[config.mk]
export PLATFORM = sky130hd
export DESIGN_NAME = diff_drive_odometry_unit_flat
export DESIGN_NICKNAME = d
export VERILOG_FILES = /design/src/rtl/core/ddo_pkg.sv /design/src/rtl/core/ddo_if.sv /design/src/rtl/core/ddo_mul.sv /design/src/rtl/core/diff_drive_odometry_unit.sv /design/src/flat_wrapper.sv
export SDC_FILE = /design/constraint.sdc
export NUM_CORES = 2
export LEC_CHECK = 0
export BUFFER_PORTS_ARGS = -buffer_cell sky130_fd_sc_hd__buf_2
export CORE_MARGIN = 1.5
export CORE_UTILIZATION = 50
export DETAILED_ROUTE_END_ITERATION = 10
export GPL_ROUTABILITY_DRIVEN = 0
export PLACE_DENSITY = 0.66
export SLEW_MARGIN = 20
export SYNTH_ARGS = -nofsm -noshare
export SYNTH_HDL_FRONTEND = slang
export SYNTH_HIERARCHICAL = 1
export SYNTH_SLANG_ARGS = --single-unit
export TNS_END_PERCENT = 100
[constraint.sdc]
create_clock -name clk -period 11.77 [get_ports clk]
set_input_delay 3.531 -clock clk [delete_from_list [all_inputs] [get_ports clk]]
set_output_delay 3.531 -clock clk [all_outputs]
set_load 0.01 [all_outputs]
[src/rtl/core/ddo_pkg.sv]
// Shared types and constants for the differential-drive odometry unit.
package ddo_pkg;

  typedef enum logic [2:0] {
    ST_IDLE,
    ST_MUL,
    ST_CORDIC,
    ST_PROJ,
    ST_DONE
  } state_t;

  localparam logic [31:0] MPC_RESET = 32'd12240141;
  localparam logic [31:0] APM_RESET = 32'd2196890000;
  localparam logic [31:0] CORDIC_GAIN_Q30 = 32'd652032874;

  localparam logic [1:0] REG_MPC = 2'd0;
  localparam logic [1:0] REG_APM = 2'd1;
  localparam logic [1:0] REG_INV = 2'd2;

  function automatic logic [31:0] atan_lut(input logic [4:0] i);
    logic [31:0] r;
    case (i)
      5'd0: r = 32'd536870912;
      5'd1: r = 32'd316933406;
      5'd2: r = 32'd167458907;
      5'd3: r = 32'd85004756;
      5'd4: r = 32'd42667331;
      5'd5: r = 32'd21354465;
      5'd6: r = 32'd10679838;
      5'd7: r = 32'd5340245;
      5'd8: r = 32'd2670163;
      5'd9: r = 32'd1335087;
      5'd10: r = 32'd667544;
      5'd11: r = 32'd333772;
      5'd12: r = 32'd166886;
      5'd13: r = 32'd83443;
      5'd14: r = 32'd41722;
      5'd15: r = 32'd20861;
      5'd16: r = 32'd10430;
      5'd17: r = 32'd5215;
      5'd18: r = 32'd2608;
      5'd19: r = 32'd1304;
      5'd20: r = 32'd652;
      5'd21: r = 32'd326;
      5'd22: r = 32'd163;
      5'd23: r = 32'd81;
      5'd24: r = 32'd41;
      5'd25: r = 32'd20;
      5'd26: r = 32'd10;
      5'd27: r = 32'd5;
      5'd28: r = 32'd3;
      5'd29: r = 32'd1;
      5'd30: r = 32'd1;
      default: r = 32'd0;
    endcase
    return r;
  endfunction

endpackage

[src/rtl/core/ddo_if.sv]
// Valid/ready channel interfaces for input counts and odometry results.
interface ddo_in_if;
  logic        valid;
  logic        ready;
  logic [31:0] left_count;
  logic [31:0] right_count;
  modport source (output valid, left_count, right_count, input ready);
  modport sink (input valid, left_count, right_count, output ready);
endinterface

interface ddo_out_if;
  logic        valid;
  logic        ready;
  logic [31:0] pos_x;
  logic [31:0] pos_y;
  logic [31:0] heading_angle;
  logic [31:0] step_distance;
  logic [31:0] step_turn;
  modport source (output valid, pos_x, pos_y, heading_angle, step_distance, step_turn,
                  input ready);
  modport sink (input valid, pos_x, pos_y, heading_angle, step_distance, step_turn,
                output ready);
endinterface

[src/rtl/core/ddo_mul.sv]
// Serial signed multiplier: one 16-bit slice of operand b per cycle.
module ddo_mul (
  input  logic               clk,
  input  logic               rst_n,
  input  logic               start,
  input  logic signed [65:0] a,
  input  logic        [63:0] b,
  input  logic        [2:0]  slices,
  output logic               done,
  output logic signed [65:0] prod
);
  logic signed [65:0] acc_r, acc_nxt;
  logic        [63:0] b_r, b_nxt;
  logic signed [65:0] a_r, a_nxt;
  logic        [2:0]  cnt_r, cnt_nxt;
  logic               busy_r, busy_nxt;
  logic signed [82:0] part;

  // partial product of the low slice, weighted into a shifting accumulator
  assign part = a_r * $signed({1'b0, b_r[15:0]});

  always_comb begin
    acc_nxt = acc_r;
    b_nxt = b_r;
    a_nxt = a_r;
    cnt_nxt = cnt_r;
    busy_nxt = busy_r;
    if (start) begin
      acc_nxt = '0;
      a_nxt = a;
      b_nxt = b;
      cnt_nxt = slices;
      busy_nxt = 1'b1;
    end else if (busy_r) begin
      acc_nxt = acc_r + part[65:0];
      a_nxt = a_r <<< 16;
      b_nxt = b_r >> 16;
      cnt_nxt = cnt_r - 3'd1;
      if (cnt_r == 3'd1) busy_nxt = 1'b0;
    end
  end

  always_ff @(posedge clk) begin
    if (!rst_n) begin
      busy_r <= 1'b0;
      cnt_r <= '0;
    end else begin
      busy_r <= busy_nxt;
      cnt_r <= cnt_nxt;
    end
    acc_r <= acc_nxt;
    a_r <= a_nxt;
    b_r <= b_nxt;
  end

  assign done = busy_r && (cnt_r == 3'd1);
  assign prod = acc_r + part[65:0];
endmodule

[src/rtl/core/diff_drive_odometry_unit.sv]
// Differential-drive odometry: serial multiplies plus an iterative CORDIC.
//
//  channel | dir | beat contents
//  in_     | in  | left_count, right_count
//  out_    | out | pos_x, pos_y, heading_angle, step_distance, step_turn
//  cfg_    | in  | write enable, index, 32-bit data
//
// Without output stalls, a beat passes through the accept cycle, three serial
// multiplies through one 66x16 multiplier, one CORDIC iteration per cycle, two
// projection multiplies and the result state.
// in_ready is high only while idle; the result beat holds until out_ready.
// Synchronous reset restores the state, configuration, position, heading and last-count registers.
module diff_drive_odometry_unit #(
  parameter int CORDIC_STEPS = 24,
  parameter int FRAC_BITS = 16
) (
  input  logic        clk,
  input  logic        rst_n,
  ddo_in_if.sink      in_ch,
  ddo_out_if.source   out_ch,
  input  logic        cfg_we,
  input  logic [1:0]  cfg_index,
  input  logic [31:0] cfg_data
);
  localparam int SH = 33 - FRAC_BITS;

  ddo_pkg::state_t st_r, st_nxt;
  logic [31:0] mpc_r, apm_r;
  logic        inv_r;
  logic [31:0] last_l_r, last_r_r, head_r, turn_r;
  logic signed [31:0] ax_r, ay_r, dist_r;
  logic [31:0] dl_r, dr_r;
  logic [1:0]  mstep_r;
  logic [4:0]  it_r;
  logic signed [33:0] cx_r, cy_r;
  logic signed [32:0] cz_r;
  logic        flip_r;
  logic [63:0] k_r;
  logic        mstart, mdone;
  logic signed [65:0] ma, mprod;
  logic [63:0] mb;
  logic [2:0]  mslices;

  ddo_mul u_mul (.clk, .rst_n, .start(mstart), .a(ma), .b(mb), .slices(mslices),
                 .done(mdone), .prod(mprod));

  logic [31:0] left_in;
  logic signed [65:0] dd;
  logic signed [65:0] mean_sh;
  logic signed [65:0] dxy;
  logic signed [33:0] xs, ys;
  logic signed [33:0] cx_step, cy_step;
  logic signed [32:0] cz_step, atan_v;

  assign left_in = inv_r ? (32'd0 - in_ch.left_count) : in_ch.left_count;
  // the count difference needs 33 bits before it scales the turn
  assign dd = {{34{dr_r[31]}}, dr_r} - {{34{dl_r[31]}}, dl_r};
  assign mean_sh = mprod >>> SH;
  // projection products fit in 64 bits; drop the bits above
  assign dxy = $signed({{2{mprod[63]}}, mprod[63:0]}) >>> 30;
  assign xs = cx_r >>> it_r;
  assign ys = cy_r >>> it_r;
  assign atan_v = $signed({1'b0, ddo_pkg::atan_lut(it_r)});
  assign cx_step = cz_r[32] ? (cx_r + ys) : (cx_r - ys);
  assign cy_step = cz_r[32] ? (cy_r - xs) : (cy_r + xs);
  assign cz_step = cz_r[32] ? (cz_r + atan_v) : (cz_r - atan_v);

  // multiply schedule: 0 mpc*apm, 1 dd*k, 2 (dl+dr)*mpc; projection 0 dist*cos, 1 dist*sin
  always_comb begin
    ma = '0;
    mb = '0;
    mslices = 3'd2;
    case (st_r)
      ddo_pkg::ST_MUL: begin
        case (mstep_r)
          2'd0: begin
            ma = {34'd0, mpc_r};
            mb = {32'd0, apm_r};
          end
          2'd1: begin
            ma = dd;
            mb = k_r;
            mslices = 3'd4;
          end
          default: begin
            ma = {{34{dl_r[31]}}, dl_r} + {{34{dr_r[31]}}, dr_r};
            mb = {32'd0, mpc_r};
          end
        endcase
      end
      ddo_pkg::ST_PROJ: begin
        ma = {{34{dist_r[31]}}, dist_r};
        if (mstep_r == 2'd0) mb = {{30{cx_r[33]}}, cx_r};
        else mb = {{30{cy_r[33]}}, cy_r};
        mslices = 3'd4;
      end
      default: ;
    endcase
  end

  function automatic logic [31:0] sat32(input logic signed [65:0] v);
    if (v > 66'sd2147483647) return 32'h7fffffff;
    if (v < -66'sd2147483648) return 32'h80000000;
    return v[31:0];
  endfunction

  logic started_r;
  logic signed [65:0] addend;
  logic signed [65:0] tot;
  assign addend = (mstep_r == 2'd0) ? {{34{ax_r[31]}}, ax_r} : {{34{ay_r[31]}}, ay_r};
  assign tot = addend + dxy;

  always_comb begin
    st_nxt = st_r;
    case (st_r)
      ddo_pkg::ST_IDLE: if (in_ch.valid) st_nxt = ddo_pkg::ST_MUL;
      ddo_pkg::ST_MUL: if (mdone && mstep_r == 2'd2) st_nxt = ddo_pkg::ST_CORDIC;
      ddo_pkg::ST_CORDIC:
        if (it_r == 5'(CORDIC_STEPS - 1)) st_nxt = ddo_pkg::ST_PROJ;
      ddo_pkg::ST_PROJ: if (mdone && mstep_r == 2'd1) st_nxt = ddo_pkg::ST_DONE;
      ddo_pkg::ST_DONE: if (out_ch.ready) st_nxt = ddo_pkg::ST_IDLE;
      default: st_nxt = ddo_pkg::ST_IDLE;
    endcase
  end

  always_ff @(posedge clk) begin
    if (!rst_n) begin
      st_r <= ddo_pkg::ST_IDLE;
      mpc_r <= ddo_pkg::MPC_RESET;
      apm_r <= ddo_pkg::APM_RESET;
      inv_r <= 1'b1;
      last_l_r <= '0;
      last_r_r <= '0;
      ax_r <= '0;
      ay_r <= '0;
      head_r <= '0;
      mstep_r <= '0;
      it_r <= '0;
      started_r <= 1'b0;
    end else begin
      st_r <= st_nxt;
      if (cfg_we) begin
        case (cfg_index)
          ddo_pkg::REG_MPC: mpc_r <= cfg_data;
          ddo_pkg::REG_APM: apm_r <= cfg_data;
          ddo_pkg::REG_INV: inv_r <= cfg_data[0];
          default: ;
        endcase
      end
      // a multiply is in flight from its start until its done cycle
      if (mstart) started_r <= 1'b1;
      else if (mdone) started_r <= 1'b0;
      case (st_r)
        ddo_pkg::ST_IDLE: begin
          mstep_r <= '0;
          if (in_ch.valid) begin
            dl_r <= left_in - last_l_r;
            dr_r <= in_ch.right_count - last_r_r;
            last_l_r <= left_in;
            last_r_r <= in_ch.right_count;
          end
        end
        ddo_pkg::ST_MUL: begin
          if (mdone) begin
            case (mstep_r)
              2'd0: k_r <= mprod[63:0];
              2'd1: turn_r <= mprod[63:32];
              default: dist_r <= sat32(mean_sh);
            endcase
            mstep_r <= (mstep_r == 2'd2) ? 2'd0 : mstep_r + 2'd1;
          end
          if (mdone && mstep_r == 2'd2) begin
            it_r <= '0;
            flip_r <= head_r[31] ^ head_r[30];
            cz_r <= {head_r[31] ^ head_r[30] ^ head_r[31],
                     head_r[31] ^ head_r[30] ^ head_r[31], head_r[30:0]};
            cx_r <= {2'b00, ddo_pkg::CORDIC_GAIN_Q30};
            cy_r <= '0;
          end
        end
        ddo_pkg::ST_CORDIC: begin
          it_r <= it_r + 5'd1;
          cz_r <= cz_step;
          // negate on the last iteration when the heading was rotated by pi
          if (it_r == 5'(CORDIC_STEPS - 1) && flip_r) begin
            cx_r <= -cx_step;
            cy_r <= -cy_step;
          end else begin
            cx_r <= cx_step;
            cy_r <= cy_step;
          end
        end
        ddo_pkg::ST_PROJ: begin
          if (mdone) begin
            if (mstep_r == 2'd0) ax_r <= sat32(tot);
            else begin
              ay_r <= sat32(tot);
              head_r <= head_r + turn_r;
            end
            mstep_r <= mstep_r + 2'd1;
          end
        end
        default: ;
      endcase
    end
  end

  // issue a multiply whenever a step needs one and none is in flight
  assign mstart = (st_r == ddo_pkg::ST_MUL || st_r == ddo_pkg::ST_PROJ) && !started_r;

  assign in_ch.ready = (st_r == ddo_pkg::ST_IDLE);
  assign out_ch.valid = (st_r == ddo_pkg::ST_DONE);
  assign out_ch.pos_x = ax_r;
  assign out_ch.pos_y = ay_r;
  assign out_ch.heading_angle = head_r;
  assign out_ch.step_distance = dist_r;
  assign out_ch.step_turn = turn_r;
endmodule
[src/flat_wrapper.sv]
// flat-port wrapper written by rule: the top's interface ports become plain ports
module diff_drive_odometry_unit_flat 
#(
  parameter int CORDIC_STEPS = 24,
  parameter int FRAC_BITS = 16
)
  (clk, rst_n, cfg_we, cfg_index, cfg_data, in_ch_valid, in_ch_left_count, in_ch_right_count, in_ch_ready, out_ch_valid, out_ch_pos_x, out_ch_pos_y, out_ch_heading_angle, out_ch_step_distance, out_ch_step_turn, out_ch_ready);
  ddo_in_if in_ch_i ();
  ddo_out_if out_ch_i ();
  input  logic clk;
  input  logic rst_n;
  input  logic cfg_we;
  input  logic [1:0] cfg_index;
  input  logic [31:0] cfg_data;
  input wire logic [$bits(in_ch_i.valid)-1:0] in_ch_valid;
  input wire logic [$bits(in_ch_i.left_count)-1:0] in_ch_left_count;
  input wire logic [$bits(in_ch_i.right_count)-1:0] in_ch_right_count;
  output wire logic [$bits(in_ch_i.ready)-1:0] in_ch_ready;
  output wire logic [$bits(out_ch_i.valid)-1:0] out_ch_valid;
  output wire logic [$bits(out_ch_i.pos_x)-1:0] out_ch_pos_x;
  output wire logic [$bits(out_ch_i.pos_y)-1:0] out_ch_pos_y;
  output wire logic [$bits(out_ch_i.heading_angle)-1:0] out_ch_heading_angle;
  output wire logic [$bits(out_ch_i.step_distance)-1:0] out_ch_step_distance;
  output wire logic [$bits(out_ch_i.step_turn)-1:0] out_ch_step_turn;
  input wire logic [$bits(out_ch_i.ready)-1:0] out_ch_ready;
  assign in_ch_i.valid = in_ch_valid;
  assign in_ch_i.left_count = in_ch_left_count;
  assign in_ch_i.right_count = in_ch_right_count;
  assign in_ch_ready = in_ch_i.ready;
  assign out_ch_valid = out_ch_i.valid;
  assign out_ch_pos_x = out_ch_i.pos_x;
  assign out_ch_pos_y = out_ch_i.pos_y;
  assign out_ch_heading_angle = out_ch_i.heading_angle;
  assign out_ch_step_distance = out_ch_i.step_distance;
  assign out_ch_step_turn = out_ch_i.step_turn;
  assign out_ch_i.ready = out_ch_ready;
  diff_drive_odometry_unit #(.CORDIC_STEPS(CORDIC_STEPS), .FRAC_BITS(FRAC_BITS)) u_core (.clk(clk), .rst_n(rst_n), .in_ch(in_ch_i), .out_ch(out_ch_i), .cfg_we(cfg_we), .cfg_index(cfg_index), .cfg_data(cfg_data));
endmodule
Word level (Yosys, flattened, before mapping)
Memory sizes are Yosys's and may differ from the RTL's. A register that Yosys moved wholly into a read port is not among the register bits.
Cells that the tools add are included.
{"block": "word_totals", "memories": 1, "ff_bits": 730, "out_inout_bits": 162, "word_cells": 190, "romBits": 960}
{"name": "(no name shown)", "depth": 32, "width": 30, "rd": 1, "rd_clocked_by_memory_dff": 1, "wr": 0, "line": "ddo_pkg.sv:22", "text": "case (i)"}
{"block": "op_classes", "n_reduce_logical": 30, "bitwise": 4, "muxes": 86, "n_lt_le_gt_ge": 4, "add_sub_neg": 19, "n_shift": 2, "eq_ne": 17, "multipliers": 1}
{"op": "32-bit two-way mux", "count": 11}
{"op": "66-bit case mux with 2 select lines", "count": 2}
{"op": "64-bit case mux with 2 select lines", "count": 2}
{"op": "34-bit two-way mux", "count": 6}
{"op": "66-bit two-way mux", "count": 3}
{"op": "64-bit two-way mux", "count": 3}
{"op": "34-bit case mux with 2 select lines", "count": 2}
{"op": "34-bit adder", "count": 2}
{"op": "34-bit negator", "count": 2}
{"op": "34-bit by 5-bit >>> shifter with 34-bit output", "count": 2}
{"op": "34-bit subtractor", "count": 2}
{"op": "66-bit by 34-bit adder with 66-bit output", "count": 1}
{"op": "66-bit adder", "count": 1}
{"op": "66-bit by 32-bit > comparator with 1-bit output (second input constant)", "count": 1}
{"op": "66-bit by 32-bit < comparator with 1-bit output (second input constant)", "count": 1}
{"op": "66-bit by 17-bit multiplier with 66-bit output", "count": 1}
{"op": "33-bit two-way mux", "count": 2}
{"op": "33-bit case mux with 2 select lines", "count": 1}
{"op": "32-bit subtractor", "count": 2}
{"op": "49-bit by 32-bit > comparator with 1-bit output (second input constant)", "count": 1}
{"op": "49-bit by 32-bit < comparator with 1-bit output (second input constant)", "count": 1}
{"op": "1-bit two-way mux", "count": 36}
{"op": "32-bit by 32-bit adder with 33-bit output", "count": 1}
{"op": "33-bit adder", "count": 1}
{"op": "36 further kinds", "count": 76}

Depth between registers and ports, before layout
{"block": "depth", "ltp_word": 16, "mapped_depth": 40, "depth_no_buf": 36}

Modules after synthesis
The synthesis kept the hierarchy.
{"module": "diff_drive_odometry_unit", "area_per_inst_um2": 45623.8, "n_inst": 1, "cells_each": 5240}
{"module": "ddo_mul", "area_per_inst_um2": 38764.7, "n_inst": 1, "cells_each": 4159}

Worst setup path after synthesis
Ideal clock, no wire load.
{"block": "synth_path", "kind": "reg-to-reg", "from": "reg u_core.u_mul.b_r[10]", "to": "reg u_core.ax_r[29] (netlist: u_core/out_ch.pos_x[29])", "n_path_buf": 5, "arrival_time_ns": 9.264, "setup_ns": 0.122, "path_slack_ns": 2.384, "stages_incl_launch_ff": 38, "path_cell_list": "edfxtp_1 -> clkbuf_1 -> clkbuf_1 -> nand2_1 -> fa_1 -> inv_1 -> fa_1 -> fa_1 -> fa_1 -> fa_1 -> inv_1 -> fa_1 -> inv_1 -> ha_1 -> clkbuf_1 -> nand4_1 -> nor4_1 -> o211ai_1 -> (+2 left out) -> o21ai_0 -> a31oi_1 -> xnor2_1 -> ha_1 -> o21a_1 -> o21ai_0 -> a311oi_1 -> nor4_1 -> o31ai_2 -> a211oi_1 -> o31a_1 -> o211ai_1 -> a2111oi_0 -> nor3b_1 -> and3_1 -> buf_2 -> buf_2 -> a221o_1"}
{"block": "synth_between", "elab_chain_cells": 12, "word_cells_on_any_way": 19}
{"item": "from (decl)", "line": "ddo_mul.sv:13", "text": "logic [63:0] b_r, b_nxt;"}
{"item": "from (signal assigned)", "line": "ddo_mul.sv:53", "text": "b_r <= b_nxt;"}
{"item": "66-bit by 17-bit multiplier with 66-bit output *", "line": "ddo_mul.sv:20", "text": "assign part = a_r * $signed({1'b0, b_r[15:0]});"}
{"item": "66-bit adder *", "line": "ddo_mul.sv:57", "text": "assign prod = acc_r + part[65:0];"}
{"item": "via u_core.mprod[36]", "line": "diff_drive_odometry_unit.sv:40", "text": "logic signed [65:0] ma, mprod;"}
{"item": "66-bit by 34-bit adder with 66-bit output *", "line": "diff_drive_odometry_unit.sv:111", "text": "assign tot = addend + dxy;"}
{"item": "66-bit by 32-bit < comparator with 1-bit output", "line": "diff_drive_odometry_unit.sv:103", "text": "if (v < -66'sd2147483648) return 32'h80000000;"}
{"item": "1-bit two-way mux (2 in a row)", "line": "diff_drive_odometry_unit.sv:103"}
{"item": "1-bit two-way mux", "line": "diff_drive_odometry_unit.sv:195", "text": "if (mstep_r == 2'd0) ax_r <= sat32(tot);"}
{"item": "1-bit two-way mux", "line": "diff_drive_odometry_unit.sv:194", "text": "if (mdone) begin"}
{"item": "1-bit two-way mux", "line": "diff_drive_odometry_unit.sv:153", "text": "case (st_r)"}
{"item": "1-bit two-way mux", "line": "diff_drive_odometry_unit.sv:127", "text": "if (!rst_n) begin"}
{"item": "32-bit two-way mux", "line": "diff_drive_odometry_unit.sv:104", "text": "return v[31:0];"}
{"item": "32-bit two-way mux *", "line": "diff_drive_odometry_unit.sv:103"}
{"item": "to (signal assigned)", "line": "diff_drive_odometry_unit.sv:195"}
{"item": "to (decl)", "line": "diff_drive_odometry_unit.sv:31", "text": "logic signed [31:0] ax_r, ay_r, dist_r;"}
Mark *: on every way through the listed nets, which the timed path passes. The rest lies on a longest branch. The select of a mux whose other input is x is not followed.
A chain may end at the register's enable or synchronous reset.

Worst setup path after layout
{"block": "layout_path", "from": "reg u_core.u_mul.b_r[10]", "to": "reg u_core.ax_r[26] (netlist: u_core/out_ch.pos_x[26])"}
Same word-level chain as after synthesis.

==> results.sh <==
export IMPL_status="complete, no violations"
export IMPL_grt_usage_pct=32.4
export IMPL_grt_pass1_wl_um=422000
export IMPL_drv_cap=0
export IMPL_syn_to_final_growth_pct=7.09
export IMPL_num_vias=70972
export IMPL_ios=265
export IMPL_endpoint_kind="register"
export IMPL_min_period_ps=11230
export IMPL_yosysTopAreaCellShare_pct=20.2
export IMPL_ys_async_sr_fraction_pct=0
export IMPL_drtIter0Drc=8501
export IMPL_worstHoldStart="u_core/last_r_r[29]$_SDFFE_PN0P_"
export IMPL_grt_pass1_vias=70144
export IMPL_ys_seq_area_share_pct=23.1
export IMPL_cts_made_buffers=87
export IMPL_holdWs_ps=455
export IMPL_rr_startpoint="u_core/u_mul/b_r[10]$_DFFE_PP_"
export IMPL_antenna_found_initial=49
export IMPL_cpMostUsedCell="fa_1"
export IMPL_critPathMaxFanout=43
export IMPL_holdPathStages=2
export IMPL_std_cell_rows=150
export IMPL_synth_edf_count=424
export IMPL_dp_slack_ps=306
export IMPL_cts_num_sinks=760
export IMPL_grt_max_degree=131
export IMPL_ys_dominant_reg_cell="edfxtp_1"
export IMPL_yosysTopAreaCell="fa_1"
export IMPL_hold_path_class="reg -> reg"
export IMPL_tritoncts="yes"
export IMPL_fin_crit_sh_pct=95.4
export IMPL_fp_dieH_um=414
export IMPL_whs_endpoint="u_core/last_r_r[29]$_SDFFE_PN0P_"
export IMPL_rsz0062_at_grt="no"
export IMPL_drt_pass1_iterations=7
export IMPL_worstSetupPathType="reg -> reg"
export IMPL_reg2reg_slack_ps=540
export IMPL_clk_latency_ps=710
export IMPL_port_buffer_count=264
export IMPL_fin_nets=10762
export IMPL_synth_fp_nets=10784
export IMPL_r2r_end="u_core/out_ch.pos_x[26]$_SDFFE_PN0P_"
export IMPL_syn_avg_cell_area_um2=8.98
export IMPL_drt_total_wl_um=279000
export IMPL_slew_viol_final=0
export IMPL_yosys_warnings=6
export IMPL_tns_ps=0
export IMPL_synth_area_um2=84400
export IMPL_fmax_ghz=0.0890
export IMPL_final_common_cell="inv_1"
export IMPL_core_region_area_um2=167000
export IMPL_h_tree_depth=3
export IMPL_startpoint_type="register"
export IMPL_synthCells=9399
export IMPL_start_util_pct=50.4
export IMPL_worstPathArrival_ps=11810
export IMPL_critPathBufInv=5
export IMPL_most_common_layout_cells="1236 x inv_1, 1194 x nand2_1, 852 x fa_1"
export IMPL_cts_hold_buffers=0
export IMPL_cp_data_required_time_ps=12350
export IMPL_ant_nets=0
export IMPL_crit_family="adder cells"
export IMPL_grt_overflow=0
export IMPL_die_w_um=414
export IMPL_cts_root_buf="clkbuf_16"
export IMPL_ys_ff_latch=760
export IMPL_worst_slack_ps=536
export IMPL_post_drt_wl_per_cell_um=23.9
export IMPL_cpMaxStageDelayCell="edfxtp_1"
export IMPL_worst_slew_pin_transition_ps=1100
export IMPL_synth_area_top_cells="fa_1 20%, edfxtp_1 15%, dfxtp_1 8.0%, ha_1 6.4%, inv_1 5.5%"
export IMPL_finalHoldViolations=0
export IMPL_final_setup_viol_count=0
export IMPL_relSlewSlack_pct=26.0
export IMPL_die_area_um2=171000
export IMPL_skew_ps=57.3
export IMPL_clk_path_buf_depth=3
export IMPL_drcViolationCount=0
export IMPL_drive_above_1_share_pct=9.57
export IMPL_worstRegToRegCells=32
export IMPL_synth_distinct_cells=139
export IMPL_clk_pin_slew_ps=60
export IMPL_routed_via_density=6.08
export IMPL_dp_hpwl_um=213000
export IMPL_slowest_delay_ps=700
## Yosys cell counts (all sizes together), types with 30 or more instances
| cell type | instances |
|---|---|
| a211oi | 105 |
| a21o | 161 |
| a21oi | 584 |
| a221o | 59 |
| a221oi | 80 |
| a31oi | 60 |
| and2 | 480 |
| and3 | 47 |
| buf | 115 |
| clkbuf | 380 |
| dfxtp | 336 |
| edfxtp | 424 |
| fa | 852 |
| ha | 430 |
| inv | 1240 |
| mux2 | 171 |
| mux2i | 177 |
| mux4 | 85 |
| nand2 | 1197 |
| nand2b | 50 |
| nand3 | 105 |
| nand4 | 51 |
| nor2 | 578 |
| nor2b | 56 |
| nor3 | 126 |
| nor4 | 33 |
| o211ai | 41 |
| o21a | 69 |
| o21ai | 305 |
| o21bai | 34 |
| o31ai | 30 |
| or3 | 43 |
| xnor2 | 317 |
| xor2 | 188 |
## worst max-delay path by stage
stage | startpoint | endpoint | cells past startpoint
after floorplan | u_core/u_mul/b_r[10]$_DFFE_PP_ | u_core/out_ch.pos_x[29]$_SDFFE_PN0P_ | 37
after global placement | u_core/u_mul/b_r[3]$_DFFE_PP_ | u_core/out_ch.pos_y[13]$_SDFFE_PN0P_ | 32
after detailed placement | u_core/u_mul/b_r[3]$_DFFE_PP_ | u_core/out_ch.pos_y[12]$_SDFFE_PN0P_ | 32
after CTS | u_core/u_mul/b_r[10]$_DFFE_PP_ | u_core/out_ch.pos_y[25]$_SDFFE_PN0P_ | 32
after global routing | u_core/u_mul/b_r[10]$_DFFE_PP_ | u_core/out_ch.pos_y[25]$_SDFFE_PN0P_ | 34
final | u_core/u_mul/b_r[10]$_DFFE_PP_ | u_core/out_ch.pos_x[26]$_SDFFE_PN0P_ | 32
## through the flow
| step | area, µm² | cells | util (%) |
|---|---|---|---|
| 4_1_cts | 90300 | 11653 | 53.9 |
| 6_report | 90400 | 11671 | 54.0 |
| 5_1_grt | 90400 | 11669 | 54.0 |
| 3_3_place_gp | 87300 | 11491 | 52.2 |
| 3_5_place_dp | 87300 | 11491 | 52.2 |
| 2_1_floorplan | 84400 | 9399 | - |
## tightest hold or removal path, cell delays in order (launching register included)
cell and delay, ps:
dfxtp_1 310, nand2_1 50, a21oi_1 50
## per-layer routing
layer	track usage (%)	vias up	part of all wire, %
li1	-	31498	-
met1	40.7	34925	37
met2	52.1	3682	46
met3	5.99	857	9.2
met4	19.0	10	6.9
met5	0	-	0.023
## kinds of logic after synthesis
group,share of synthesized area [%]
adder cells (fa/ha/maj),26.6
multiplexers,6.71
flip-flops,23.1
other,0.00444
AO/OA/AOI/OAI,14.0
XOR/XNOR,5.25
buffers and inverters,8.14
AND/OR/NAND/NOR,16.3
## sequential cells by signal, indices dropped and copies added, names as in the netlist, 30 cells and up
signal                       cells
u_core/apm_r                    32
u_core/atan_v                   30
u_core/cx_r                     34
u_core/cy_r                     34
u_core/cz_r                     33
u_core/dl_r                     32
u_core/dr_r                     32
u_core/k_r                      64
u_core/last_l_r                 32
u_core/last_r_r                 32
u_core/mpc_r                    32
u_core/out_ch.heading_angle     32
u_core/out_ch.pos_x             32
u_core/out_ch.pos_y             32
u_core/out_ch.step_distance     32
u_core/out_ch.step_turn         32
u_core/u_mul/a_r                66
u_core/u_mul/acc_r              66
u_core/u_mul/b_r                64
## repair_timing
action,CTS,global route
endpoints found under the setup margin,0,52
gates resized for setup,0,5
buffers inserted,0,1
## area by class of cell
| class | count | area [µm²] |
|---|---|---|
| Tap cell | 2204 | 2760 |
| Multi-Input combinational cell | 6896 | 58200 |
| Timing Repair Buffer | 384 | 2230 |
| Antenna cell | 17 | 42.5 |
| Sequential cell | 760 | 19500 |
| Fill cell | 15232 | 77000 |
| Clock inverter | 38 | 462 |
| Inverter | 1248 | 4690 |
| Clock buffer | 124 | 2520 |
Power is left out: the tool's default activity adds up to more than one toggle a clock period on the data nets, which glitch-free logic cannot reach.
